--- config.mk ---
export PLATFORM = sky130hd
export DESIGN_NAME = planar_to_rgb_ham_ehb_decoder
export DESIGN_NICKNAME = d
export VERILOG_FILES = /design/src/p2rgb_pkg.sv /design/src/p2rgb_front.sv /design/src/p2rgb_queue.sv /design/src/p2rgb_back.sv /design/src/planar_to_rgb_ham_ehb_decoder.sv
export SDC_FILE = /design/constraint.sdc
export NUM_CORES = 1
export LEC_CHECK = 0
export ABC_CLOCK_PERIOD_IN_PS = 7400
export BUFFER_PORTS_ARGS = -buffer_cell sky130_fd_sc_hd__buf_2
export CELL_PAD_IN_SITES_DETAIL_PLACEMENT = 1
export CELL_PAD_IN_SITES_GLOBAL_PLACEMENT = 1
export CORE_MARGIN = 2
export CORE_UTILIZATION = 30
export DETAILED_ROUTE_END_ITERATION = 8
export GPL_ROUTABILITY_DRIVEN = 1
export MAX_ROUTING_LAYER = met4
export PLACE_DENSITY_LB_ADDON = 0.12
export SLEW_MARGIN = 20
export SYNTH_ARGS = -nofsm -noshare
export SYNTH_HDL_FRONTEND = slang
export SYNTH_HIERARCHICAL = 1
export SYNTH_SLANG_ARGS = --single-unit
--- constraint.sdc ---
create_clock -name aclk -period 7.4 [get_ports aclk]
set_input_delay 0.74 -clock aclk [delete_from_list [all_inputs] [get_ports aclk]]
set_output_delay 0.74 -clock aclk [all_outputs]
set_load 0.05 [all_outputs]
--- src/p2rgb_pkg.sv ---
// Package for the planar to RGB decoder: payload structs, queue entry,
// item kinds, color mode and register codes, and small color helpers.
// No dependencies.
`default_nettype none

package p2rgb_pkg;

    localparam int NUM_BYTES   = 6;
    localparam int QUEUE_DEPTH = 2;

    // register indexes
    localparam logic [1:0] CFG_PLANE_COUNT = 2'd0;
    localparam logic [1:0] CFG_COLOR_MODE  = 2'd1;

    // color modes; the undefined code decodes as normal
    localparam logic [1:0] MODE_NORMAL = 2'd0;
    localparam logic [1:0] MODE_EHB    = 2'd1;
    localparam logic [1:0] MODE_HAM    = 2'd2;

    // input item mode field
    localparam logic ITEM_PIXELS  = 1'b0;
    localparam logic ITEM_PALETTE = 1'b1;

    // HAM control codes
    localparam logic [1:0] HAM_LOAD  = 2'd0;
    localparam logic [1:0] HAM_BLUE  = 2'd1;
    localparam logic [1:0] HAM_RED   = 2'd2;
    localparam logic [1:0] HAM_GREEN = 2'd3;

    typedef enum logic [1:0] {
        KIND_PIXELS,
        KIND_WRITE,
        KIND_CLEAR,
        KIND_SKIP
    } item_kind_t;

    typedef struct packed {
        logic        mode;
        logic [7:0]  plane_byte0;
        logic [7:0]  plane_byte1;
        logic [7:0]  plane_byte2;
        logic [7:0]  plane_byte3;
        logic [7:0]  plane_byte4;
        logic [7:0]  plane_byte5;
        logic [3:0]  pixel_count;
        logic        line_start;
        logic [4:0]  palette_index;
        logic [11:0] palette_color;
    } in_item_t;

    typedef struct packed {
        logic [7:0] red;
        logic [7:0] green;
        logic [7:0] blue;
        logic       last;
    } out_item_t;

    typedef struct packed {
        item_kind_t                  kind;
        logic [3:0]                  count;
        logic                        line_start;
        logic [NUM_BYTES-1:0][7:0]   planes;
        logic [4:0]                  palette_index;
        logic [11:0]                 palette_color;
    } entry_t;

    // one pixel between palette read and color stage
    typedef struct packed {
        logic       emit;
        logic       clr;
        logic       ham;
        logic       half;
        logic [1:0] ctrl;
        logic [3:0] data;
        logic       last;
    } pix_op_t;

    // 4-bit level times 17
    function automatic logic [7:0] lvl17(input logic [3:0] l);
        return {l, l};
    endfunction

    function automatic logic [7:0] lvl_out(input logic [3:0] l, input logic half);
        logic [7:0] v;
        v = lvl17(l);
        return half ? {1'b0, v[7:1]} : v;
    endfunction

endpackage

`default_nettype wire

--- src/p2rgb_front.sv ---
// Front end: classifies an input transaction into a queue entry, clamps the
// pixel count and zeroes bitplanes beyond the active plane count.
// Depends on p2rgb_pkg.
`default_nettype none

module p2rgb_front #(
    parameter int PLANES_MAX      = 6,
    parameter int PIXELS_PER_ITEM = 8
) (
    input  var p2rgb_pkg::in_item_t in_item,
    input  wire logic [2:0]         plane_count,
    output var p2rgb_pkg::entry_t   entry
);
    import p2rgb_pkg::*;

    logic [3:0]                planes_eff;
    logic [NUM_BYTES-1:0][7:0] raw_planes;

    assign raw_planes = {in_item.plane_byte5, in_item.plane_byte4, in_item.plane_byte3,
                         in_item.plane_byte2, in_item.plane_byte1, in_item.plane_byte0};

    always_comb begin
        if (plane_count == 3'd0) begin
            planes_eff = 4'd1;
        end else if (int'(plane_count) > PLANES_MAX) begin
            planes_eff = 4'(PLANES_MAX);
        end else begin
            planes_eff = {1'b0, plane_count};
        end
    end

    always_comb begin
        entry = '0;
        entry.line_start    = in_item.line_start;
        entry.palette_index = in_item.palette_index;
        entry.palette_color = in_item.palette_color;
        if (int'(in_item.pixel_count) > PIXELS_PER_ITEM) begin
            entry.count = 4'(PIXELS_PER_ITEM);
        end else begin
            entry.count = in_item.pixel_count;
        end
        for (int p = 0; p < NUM_BYTES; p++) begin
            entry.planes[p] = (p < int'(planes_eff)) ? raw_planes[p] : 8'd0;
        end
        if (in_item.mode == ITEM_PALETTE) begin
            entry.kind = KIND_WRITE;
        end else if (entry.count != 4'd0) begin
            entry.kind = KIND_PIXELS;
        end else if (in_item.line_start) begin
            entry.kind = KIND_CLEAR;
        end else begin
            entry.kind = KIND_SKIP;
        end
    end

endmodule

`default_nettype wire

--- src/p2rgb_queue.sv ---
// Two-entry first-word-fall-through queue between front and back end.
// Depends on p2rgb_pkg.
`default_nettype none

module p2rgb_queue (
    input  wire logic             aclk,
    input  wire logic             aresetn,
    input  wire logic             in_valid,
    output logic                  in_ready,
    input  var p2rgb_pkg::entry_t in_entry,
    output logic                  out_valid,
    input  wire logic             out_ready,
    output var p2rgb_pkg::entry_t out_entry
);
    import p2rgb_pkg::*;

    localparam int PW = (QUEUE_DEPTH > 1) ? $clog2(QUEUE_DEPTH) : 1;
    localparam int CW = $clog2(QUEUE_DEPTH + 1);

    entry_t          slot_reg [QUEUE_DEPTH];
    logic [PW-1:0]   wr_ptr_reg, wr_ptr_next;
    logic [PW-1:0]   rd_ptr_reg, rd_ptr_next;
    logic [CW-1:0]   fill_reg, fill_next;
    logic            push, pop;

    assign in_ready  = (fill_reg != CW'(QUEUE_DEPTH));
    assign out_valid = (fill_reg != '0);
    assign out_entry = slot_reg[rd_ptr_reg];
    assign push      = in_valid && in_ready;
    assign pop       = out_valid && out_ready;

    function automatic logic [PW-1:0] bump(input logic [PW-1:0] ptr);
        return (int'(ptr) == QUEUE_DEPTH - 1) ? '0 : PW'(ptr + 1'b1);
    endfunction

    always_comb begin
        wr_ptr_next = push ? bump(wr_ptr_reg) : wr_ptr_reg;
        rd_ptr_next = pop ? bump(rd_ptr_reg) : rd_ptr_reg;
        fill_next   = fill_reg;
        if (push && !pop) begin
            fill_next = CW'(fill_reg + 1'b1);
        end else if (pop && !push) begin
            fill_next = CW'(fill_reg - 1'b1);
        end
    end

    always_ff @(posedge aclk) begin
        if (!aresetn) begin
            wr_ptr_reg <= '0;
            rd_ptr_reg <= '0;
            fill_reg   <= '0;
        end else begin
            wr_ptr_reg <= wr_ptr_next;
            rd_ptr_reg <= rd_ptr_next;
            fill_reg   <= fill_next;
        end
    end

    always_ff @(posedge aclk) begin
        if (push) begin
            slot_reg[wr_ptr_reg] <= in_entry;
        end
    end

endmodule

`default_nettype wire

--- src/p2rgb_back.sv ---
// Back end: pixel sequencer, palette memory with registered read, HAM/EHB
// color stage and output register. Depends on p2rgb_pkg.
`default_nettype none

module p2rgb_back #(
    parameter int PALETTE_DEPTH = 32
) (
    input  wire logic                aclk,
    input  wire logic                aresetn,
    input  wire logic [1:0]          color_mode,
    input  wire logic                head_valid,
    output logic                     head_pop,
    input  var p2rgb_pkg::entry_t    head,
    output logic                     m_valid,
    input  wire logic                m_ready,
    output var p2rgb_pkg::out_item_t m_data
);
    import p2rgb_pkg::*;

    localparam int AW = $clog2(PALETTE_DEPTH);

    logic [11:0]   pal_mem [PALETTE_DEPTH];
    logic [11:0]   rdata_reg;

    logic [3:0]    x_reg, x_next;
    logic          b_valid_reg;
    pix_op_t       b_op_reg;
    logic [11:0]   held_reg, held_next;
    logic          m_valid_reg, m_valid_next;
    out_item_t     m_data_reg, m_data_next;

    logic          advance, issue, is_last;
    logic [5:0]    pix;
    logic [4:0]    raw_addr;
    logic [AW-1:0] rd_addr, wr_addr;
    pix_op_t       a_op;
    logic          a_valid;
    logic [11:0]   base, color;

    function automatic logic [AW-1:0] pal_addr(input logic [4:0] idx);
        logic [5:0] v;
        v = {1'b0, idx};
        if (int'(idx) >= PALETTE_DEPTH) begin
            v = 6'(int'(idx) - PALETTE_DEPTH);
        end
        return AW'(v);
    endfunction

    assign advance = !m_valid_reg || m_ready;
    assign issue   = advance && head_valid;
    assign is_last = (x_reg == 4'(head.count - 1'b1));

    // gather one bit per plane for pixel x; positions past the byte are zero
    always_comb begin
        for (int p = 0; p < NUM_BYTES; p++) begin
            pix[p] = (x_reg < 4'd8) ? head.planes[p][~x_reg[2:0]] : 1'b0;
        end
    end

    always_comb begin
        a_op      = '0;
        a_op.ham  = (color_mode == MODE_HAM);
        a_op.half = (color_mode == MODE_EHB) && pix[5];
        a_op.ctrl = pix[5:4];
        a_op.data = pix[3:0];
        a_op.last = is_last;
        a_valid   = 1'b0;
        head_pop  = 1'b0;
        x_next    = x_reg;
        raw_addr  = a_op.ham ? {1'b0, pix[3:0]} : pix[4:0];
        case (head.kind)
            KIND_PIXELS: begin
                a_valid  = 1'b1;
                a_op.emit = 1'b1;
                a_op.clr  = head.line_start && (x_reg == 4'd0);
                if (issue) begin
                    head_pop = is_last;
                    x_next   = is_last ? 4'd0 : 4'(x_reg + 1'b1);
                end
            end
            KIND_CLEAR: begin
                a_valid  = 1'b1;
                a_op.clr = 1'b1;
                head_pop = issue;
            end
            KIND_WRITE: head_pop = issue;
            KIND_SKIP:  head_pop = issue;
            default:    head_pop = issue;
        endcase
        rd_addr = pal_addr(raw_addr);
        wr_addr = pal_addr(head.palette_index);
    end

    always_ff @(posedge aclk) begin
        if (issue && head.kind == KIND_WRITE) begin
            pal_mem[wr_addr] <= head.palette_color;
        end
        if (issue && head.kind == KIND_PIXELS) begin
            rdata_reg <= pal_mem[rd_addr];
        end
    end

    // color stage
    always_comb begin
        base = b_op_reg.clr ? 12'd0 : held_reg;
        color = rdata_reg;
        if (b_op_reg.ham) begin
            case (b_op_reg.ctrl)
                HAM_LOAD:  color = rdata_reg;
                HAM_BLUE:  color = {base[11:4], b_op_reg.data};
                HAM_RED:   color = {b_op_reg.data, base[7:0]};
                HAM_GREEN: color = {base[11:8], b_op_reg.data, base[3:0]};
                default:   color = rdata_reg;
            endcase
        end
        held_next    = held_reg;
        m_valid_next = m_valid_reg;
        m_data_next  = m_data_reg;
        if (advance) begin
            m_valid_next = b_valid_reg && b_op_reg.emit;
            if (b_valid_reg) begin
                if (b_op_reg.emit && b_op_reg.ham) begin
                    held_next = color;
                end else if (b_op_reg.clr) begin
                    held_next = 12'd0;
                end
                m_data_next.red   = lvl_out(color[11:8], b_op_reg.half);
                m_data_next.green = lvl_out(color[7:4], b_op_reg.half);
                m_data_next.blue  = lvl_out(color[3:0], b_op_reg.half);
                m_data_next.last  = b_op_reg.last;
            end
        end
    end

    always_ff @(posedge aclk) begin
        if (!aresetn) begin
            x_reg       <= 4'd0;
            b_valid_reg <= 1'b0;
            held_reg    <= 12'd0;
            m_valid_reg <= 1'b0;
        end else begin
            x_reg       <= x_next;
            held_reg    <= held_next;
            m_valid_reg <= m_valid_next;
            if (advance) begin
                b_valid_reg <= issue && a_valid;
            end
        end
    end

    always_ff @(posedge aclk) begin
        if (advance) begin
            b_op_reg <= a_op;
        end
        m_data_reg <= m_data_next;
    end

    assign m_valid = m_valid_reg;
    assign m_data  = m_data_reg;

    // a pixel group leaves the queue only on its final pixel
    a_pop_on_last: assert property (@(posedge aclk) disable iff (!aresetn)
        head_pop && head.kind == KIND_PIXELS |-> is_last)
        else $error("pixel group popped before its last pixel");

    // the pixel counter stays inside the group at the head
    a_x_in_range: assert property (@(posedge aclk) disable iff (!aresetn)
        head_valid && head.kind == KIND_PIXELS |-> x_reg < head.count)
        else $error("pixel counter past group end");

    // a token that emits nothing exists only to clear the held color
    a_token_clears: assert property (@(posedge aclk) disable iff (!aresetn)
        b_valid_reg && !b_op_reg.emit |-> b_op_reg.clr)
        else $error("non-emitting token without clear");

    // a clear outside HAM leaves the held color at zero
    a_clear_held: assert property (@(posedge aclk) disable iff (!aresetn)
        advance && b_valid_reg && b_op_reg.clr && !b_op_reg.ham |=> held_reg == 12'd0)
        else $error("held color not cleared at line start");

endmodule

`default_nettype wire

--- src/planar_to_rgb_ham_ehb_decoder.sv ---
// Top level of the planar to RGB decoder: configuration registers, front
// end, item queue and back end. Depends on p2rgb_pkg, p2rgb_front,
// p2rgb_queue and p2rgb_back.
//
//  channel  ports                      moves
//  -------  -------------------------  ------------------------------------
//  cfg      cfg_we cfg_index cfg_data  plane_count / color_mode write
//  s_       s_valid s_ready s_data     pixel group or palette write
//  m_       m_valid m_ready m_data     one RGB pixel, last on group end
//
// The back-end sequencer issues one palette read per clock while the output is not
// stalled, one pixel of a group at a time, and issues a palette write whole; m_valid
// rises once an accepted item has passed the queue slot and the palette read register.
// Reset is synchronous; palette contents stay undefined until written.
// m_ready low with m_valid high freezes the back end; s_ready drops once the two-entry queue is full.
`default_nettype none

module planar_to_rgb_ham_ehb_decoder #(
    parameter int PLANES_MAX      = 6,
    parameter int PALETTE_DEPTH   = 32,
    parameter int PIXELS_PER_ITEM = 8
) (
    input  wire logic                aclk,
    input  wire logic                aresetn,
    input  wire logic                cfg_we,
    input  wire logic [1:0]          cfg_index,
    input  wire logic [2:0]          cfg_data,
    input  wire logic                s_valid,
    output logic                     s_ready,
    input  var p2rgb_pkg::in_item_t  s_data,
    output logic                     m_valid,
    input  wire logic                m_ready,
    output var p2rgb_pkg::out_item_t m_data
);
    import p2rgb_pkg::*;

    logic [2:0] plane_count_reg;
    logic [1:0] color_mode_reg;
    entry_t     front_entry, head;
    logic       head_valid, head_pop;

    always_ff @(posedge aclk) begin
        if (!aresetn) begin
            plane_count_reg <= 3'd1;
            color_mode_reg  <= MODE_NORMAL;
        end else if (cfg_we) begin
            case (cfg_index)
                CFG_PLANE_COUNT: plane_count_reg <= cfg_data;
                CFG_COLOR_MODE:  color_mode_reg  <= cfg_data[1:0];
                default:         ;
            endcase
        end
    end

    p2rgb_front #(
        .PLANES_MAX      (PLANES_MAX),
        .PIXELS_PER_ITEM (PIXELS_PER_ITEM)
    ) u_front (
        .in_item     (s_data),
        .plane_count (plane_count_reg),
        .entry       (front_entry)
    );

    p2rgb_queue u_queue (
        .aclk      (aclk),
        .aresetn   (aresetn),
        .in_valid  (s_valid),
        .in_ready  (s_ready),
        .in_entry  (front_entry),
        .out_valid (head_valid),
        .out_ready (head_pop),
        .out_entry (head)
    );

    p2rgb_back #(
        .PALETTE_DEPTH (PALETTE_DEPTH)
    ) u_back (
        .aclk       (aclk),
        .aresetn    (aresetn),
        .color_mode (color_mode_reg),
        .head_valid (head_valid),
        .head_pop   (head_pop),
        .head       (head),
        .m_valid    (m_valid),
        .m_ready    (m_ready),
        .m_data     (m_data)
    );

endmodule

`default_nettype wire
Yosys cells after proc, flatten, opt, wreduce, memory -nomap -nowiden
Memories as Yosys holds them, arrays and structs flattened. A register that Yosys moved wholly into a read port is not among the register bits.
Cells that the tools add are included.
Widths: inputs -> output; s select.

storage, ports and cells
  register bits = 63
  memories kept = 2
  memory bits (writable) = 528
  word-level logic and storage cells = 137
  input bits = 81

operators by class
  reductions and logical operators = 30
  muxes and demuxes = 54
  $lt $le $gt $ge = 10
  eq/ne operators = 11
  bitwise gates (word level) = 1
  add/sub/neg operators = 6

memories
  memory            depth  width  read ports  clocked after memory_dff  write ports  RTL line           source
  u_back.pal_mem    32     12     1           1                         1            p2rgb_back.sv:22   logic [11:0] pal_mem [PALETTE_DEPTH];
  u_queue.slot_reg  2      72     1           1                         1            p2rgb_queue.sv:20  entry_t slot_reg [QUEUE_DEPTH];

operator list
  cell                 number
  $mux 8               6
  $pmux 12 s4          1
  $mux 12              3
  $mux 1               24
  $mux 7               3
  $bmux 1 s3           6
  $logic_and 1x1->1    12
  $eq 2x2->1 const B   5
  $eq 2x1->1 const B   4
  $mux 2               4
  $mux 4               2
  $reduce_and 2->1     4
  $logic_not 2->1      3
  $lt 1x3->1 const A   2
  $lt 2x3->1 const A   2
  $lt 3x3->1 const A   2
  $mux 3               2
  $mux 5               1
  $add 4x1->4 const B  1
  $eq 4x4->1           1
  $gt 4x4->1 const B   1
  $logic_not 4->1      1
  $lt 3x4->1 const B   1
  $lt 4x4->1 const B   1
  other kinds (15)     20

Longest topological paths before layout
  depth after elaboration = 9
  depth in mapped cells = 14
  mapped depth without buffers = 12

Hierarchy
Netlist, hierarchy kept.

by module, submodules not included
  module                         area an instance (µm²)  instances  cells each  sequential area each (µm²)
  p2rgb_back                     18,565.3                1          1,251       13,062.5
  p2rgb_queue                    5,430.2                 1          248         4,424.2
  p2rgb_front                    514.2                   1          79          0.0
  planar_to_rgb_ham_ehb_decoder  220.2                   1          22          100.1

Least setup slack after synthesis
Ideal clock, no wire load.

  kind = input -> register
  from = input m_ready
  to = register u_back.x_reg[3]
  stages = 7
  slack = 4.185 ns
  library setup time = 0.117 ns
  data required time = 7.283 ns
  arrival = 3.098 ns
  buffers on the path = 1
  cell sequence = nand2b_1 -> clkbuf_1 -> nand2_1 -> nor3_1 -> nand4_1 -> xnor2_1 -> nor2_1

on the way
  cells in the longest elaborated chain, start to end = 3

ends and longest elaborated chain
  item                        RTL line                             source
  start: declaration          planar_to_rgb_ham_ehb_decoder.sv:32  input wire logic m_ready,
  $logic_or 1x1->1            p2rgb_back.sv:49                     assign advance = !m_valid_reg || m_ready;
  $logic_and 1x1->1           p2rgb_back.sv:50                     assign issue = advance && head_valid;
  $reduce_and 2->1 (no line)  -
  end signal: assignment      p2rgb_back.sv:142                    x_reg <= x_next;
  end: declaration            p2rgb_back.sv:25                     logic [3:0] x_reg, x_next;

Every way passes these cells.
A chain may end at the register's enable or synchronous reset.

==> metrics <==
initial antenna violation count 2; DR vias/cell 4.98; worst-margin pin slew 1.11 ns; RSZ-0062 raised after global routing false; DRC errors left 0; Int Pwr 0.00719 W; GRT met3 Usage 2.43%; syn nets 1685; clk sinks 595; HP Start s_data[6]; number of global-route vias before repair 14700; r2r setup slk 2.30 ns; Flop pwr share 39.6%; Starting Density 30.2%; max cap viols 0; RD Place Congestion 0.767; busiest grt layer met2; area leader, netlist edfxtp_1; met1 Usage GRT 22.5%; fillers 8351; worst hold endpoint u_queue/slot_reg[1][6]; Slew Limit Headroom 26.1%; async set-reset flop share out of synthesis 0%; Crit path max-delay family buffers and inverters; Syn Inst Count 1600; CP max-delay cell dfxtp_4; die area 84700 µm²; Die Wd 291 µm; synthesized area 24700 µm²; R2R cell count 11; Worst setup EP type flop; CP Max Fanout 49; post-CTS setup buffer count 0; Final Cycle Share 69.0%; Net Switching 0.00386 W; Clock power frac 29.8%; IO Pins 108; setup TNS 0 ns; Nets 1766; final setup violation count 0; Worst EP required 7.72 ns; CTS max path bufs 3; port buffer count 107; TritonCTS Buffers 70; Sw Share 34.9%; Post-DRT Antenna Nets 0; worst reg2reg path endpoint u_back/rdata_reg[3]; Synth Warn # 6; worst-path cell chain mux2_2 > mux4_1 > nand2b_1 > nand3_2 > buf_4 > inv_2 > buf_4 > a21oi_1 > a211oi_1 > a211oi_1 > a211oi_1; synth top area cells edfxtp_1 69%, mux2i_1 5.5%, mux2_2 3.3%; detailed-placement wirelength estimate 44300 µm; later-pin clock latency in the skew report 0.60 ns; max reg flops 384; wire per inst 25.1 µm; Hold Path Cell Cnt 1; vias 14000; Worst VDD drop 0.204 mV; Comb power frac 30.6%; FF+latch count, synth 595; Crit path largest cell delay 0.77 ns; cell mode on critical path a211oi_1; ys flop type edfxtp_1; area delta synth->final 14.6%; Final min period 5.10 ns; status finished, final reports clean; CTS tree yes; post-place instance area 26100 µm²; Design Power 0.0111 W; max frequency 0.196 GHz; share of cells above drive strength 1 20.7%; H-Tree Depth 3; core area 81800 µm²; largest net degree at the start of global routing 89; Leak Pwr 9.49 nW; # rows 105; clock slew at reported path FFs 0.06 ns; clock skew 0.0237 ns; initial DRC count 849; worst path buffer plus inverter count 3; Avg Inst Size Synth 15.5 µm²; GRT overflow 0; unique cell type count in the Yosys netlist 71; CTS-repair resized insts 0; Post-synth EDFFs 567; Post-Layout Inst Area 28300 µm²; CP Class reg -> reg; Hold Crit Class in -> reg; max-slew violation count 0; final wirelength 70300 µm; final hold viol count 0; Tot GR Track Use 17.1%; first-pass GRT wire length 104000 µm; Clock Tree Root clkbuf_16; post-synthesis sequential area ratio 71.1%; Pwr Density 390 nW/µm²; CP Launch Type flop; First-pass DRT Iterations 4; Worst EP arrival 5.42 ns; cts-stage hold buffer count 0; GR Util met2 27.7%; top-area cell type share of the netlist area 68.8%; Die Ht 291 µm
## synth_stat cells, types with 14 or more instances
library cell / count
mux2i_1: 136
nand3_1: 43
buf_2: 21
nor2b_1: 18
nand2_1: 137
a211oi_1: 68
buf_4: 40
a221oi_1: 21
mux2_2: 72
o21ai_0: 15
o31a_1: 36
dfxtp_1: 28
clkbuf_1: 51
edfxtp_1: 567
and2_1: 34
nor2_1: 49
inv_1: 14
a21oi_1: 54
## routing by layer
layer / wire length (µm) / share of wire, % / up-vias
li1: - / - / 6328
met1: 32500 / 46 / 7308
met2: 34000 / 48 / 212
met3: 2030 / 2.9 / 104
met4: 1800 / 2.6 / 0
met5: 0 / 0 / -
## metrics by stage
stage / hold WS, ns / worst slack (ns) / utilization (%) / instances
floorplan: 0.400 / 4.18 / - / 1600
global placement: 0.440 / 2.35 / 31.9 / 2678
detailed placement: 0.431 / 2.36 / 31.9 / 2678
CTS: 0.290 / 2.33 / 34.6 / 2800
global route: 0.302 / 2.00 / 34.6 / 2802
finish: 0.326 / 2.30 / 34.6 / 2804
## kinds of logic after synthesis
logic type | count (synthesis) | synth area share [%]
AO/OA/AOI/OAI | 273 | 8.05
XOR/XNOR | 12 | 0.425
adder cells (fa/ha/maj) | 4 | 0.202
buffers and inverters | 148 | 3.40
flip-flops | 595 | 71.1
multiplexers | 218 | 9.71
AND/OR/NAND/NOR | 350 | 7.09
## power by group through the flow
stage                     logic [W]  clock network (W)  registers, W
after floorplan             0.00227                  0       0.00435
final                       0.00338            0.00329       0.00438
after detailed placement    0.00343                  0       0.00446
after CTS                   0.00344            0.00339       0.00439
after global placement      0.00339                  0       0.00445
after global routing        0.00365            0.00352       0.00441
## worst max-delay path by stage
| stage | end | startpoint | cells past startpoint | slack [ns] |
|---|---|---|---|---|
| 3_3_place_gp | u_back/rdata_reg[3] | flop | 11 | 2.35 |
| 5_1_grt | u_back/rdata_reg[11] | flop | 11 | 2.00 |
| 6_report | u_back/rdata_reg[3] | flop | 11 | 2.30 |
| 3_5_place_dp | u_back/rdata_reg[11] | flop | 8 | 2.36 |
| 2_1_floorplan | u_back/x_reg[3] | m_ready | 7 | 4.18 |
| 4_1_cts | u_back/rdata_reg[11] | flop | 8 | 2.33 |
## layout make-up
cell class / instances / area, µm² / area share, %
sequential: 595 / 17600 / 62.1
multi-input combinational: 857 / 6380 / 22.5
clock buffer: 88 / 1860 / 6.57
tap: 1070 / 1340 / 4.72
timing repair buffer: 140 / 803 / 2.83
clock inverter: 34 / 294 / 1.04
inverter: 17 / 68.8 / 0.243
antenna: 3 / 7.51 / 0.0265
## cell usage in the layout, fill, tap and decap left out, types with 12 or more instances in the layout
cell         n
a221oi_1    21
edfxtp_1   567
mux2i_1    136
buf_4       32
clkbuf_16   72
nand2_1    137
a211oi_1    68
inv_1       12
and2_1      34
clkbuf_1    16
nand3_1     42
clkinv_1    20
mux2_2      72
a31oi_1     13
a22o_1      12
o31a_1      36
buf_2      107
nor2_2      23
a32oi_1     12
nor2b_1     18
dfxtp_1     27
nor2_1      27
a21oi_1     54
o21ai_0     15
## worst register-to-register path, cell delays in order, from the launching register on
cell and delay, ns:
dfxtp_4 0.77, mux2_2 0.51, mux4_1 0.49, nand2b_1 0.16, nand3_2 0.06, buf_4 0.50, inv_2 0.52, buf_4 0.51
a21oi_1 0.24, a211oi_1 0.14, a211oi_1 0.73, a211oi_1 0.17
Power figures use the tool's default switching activity.
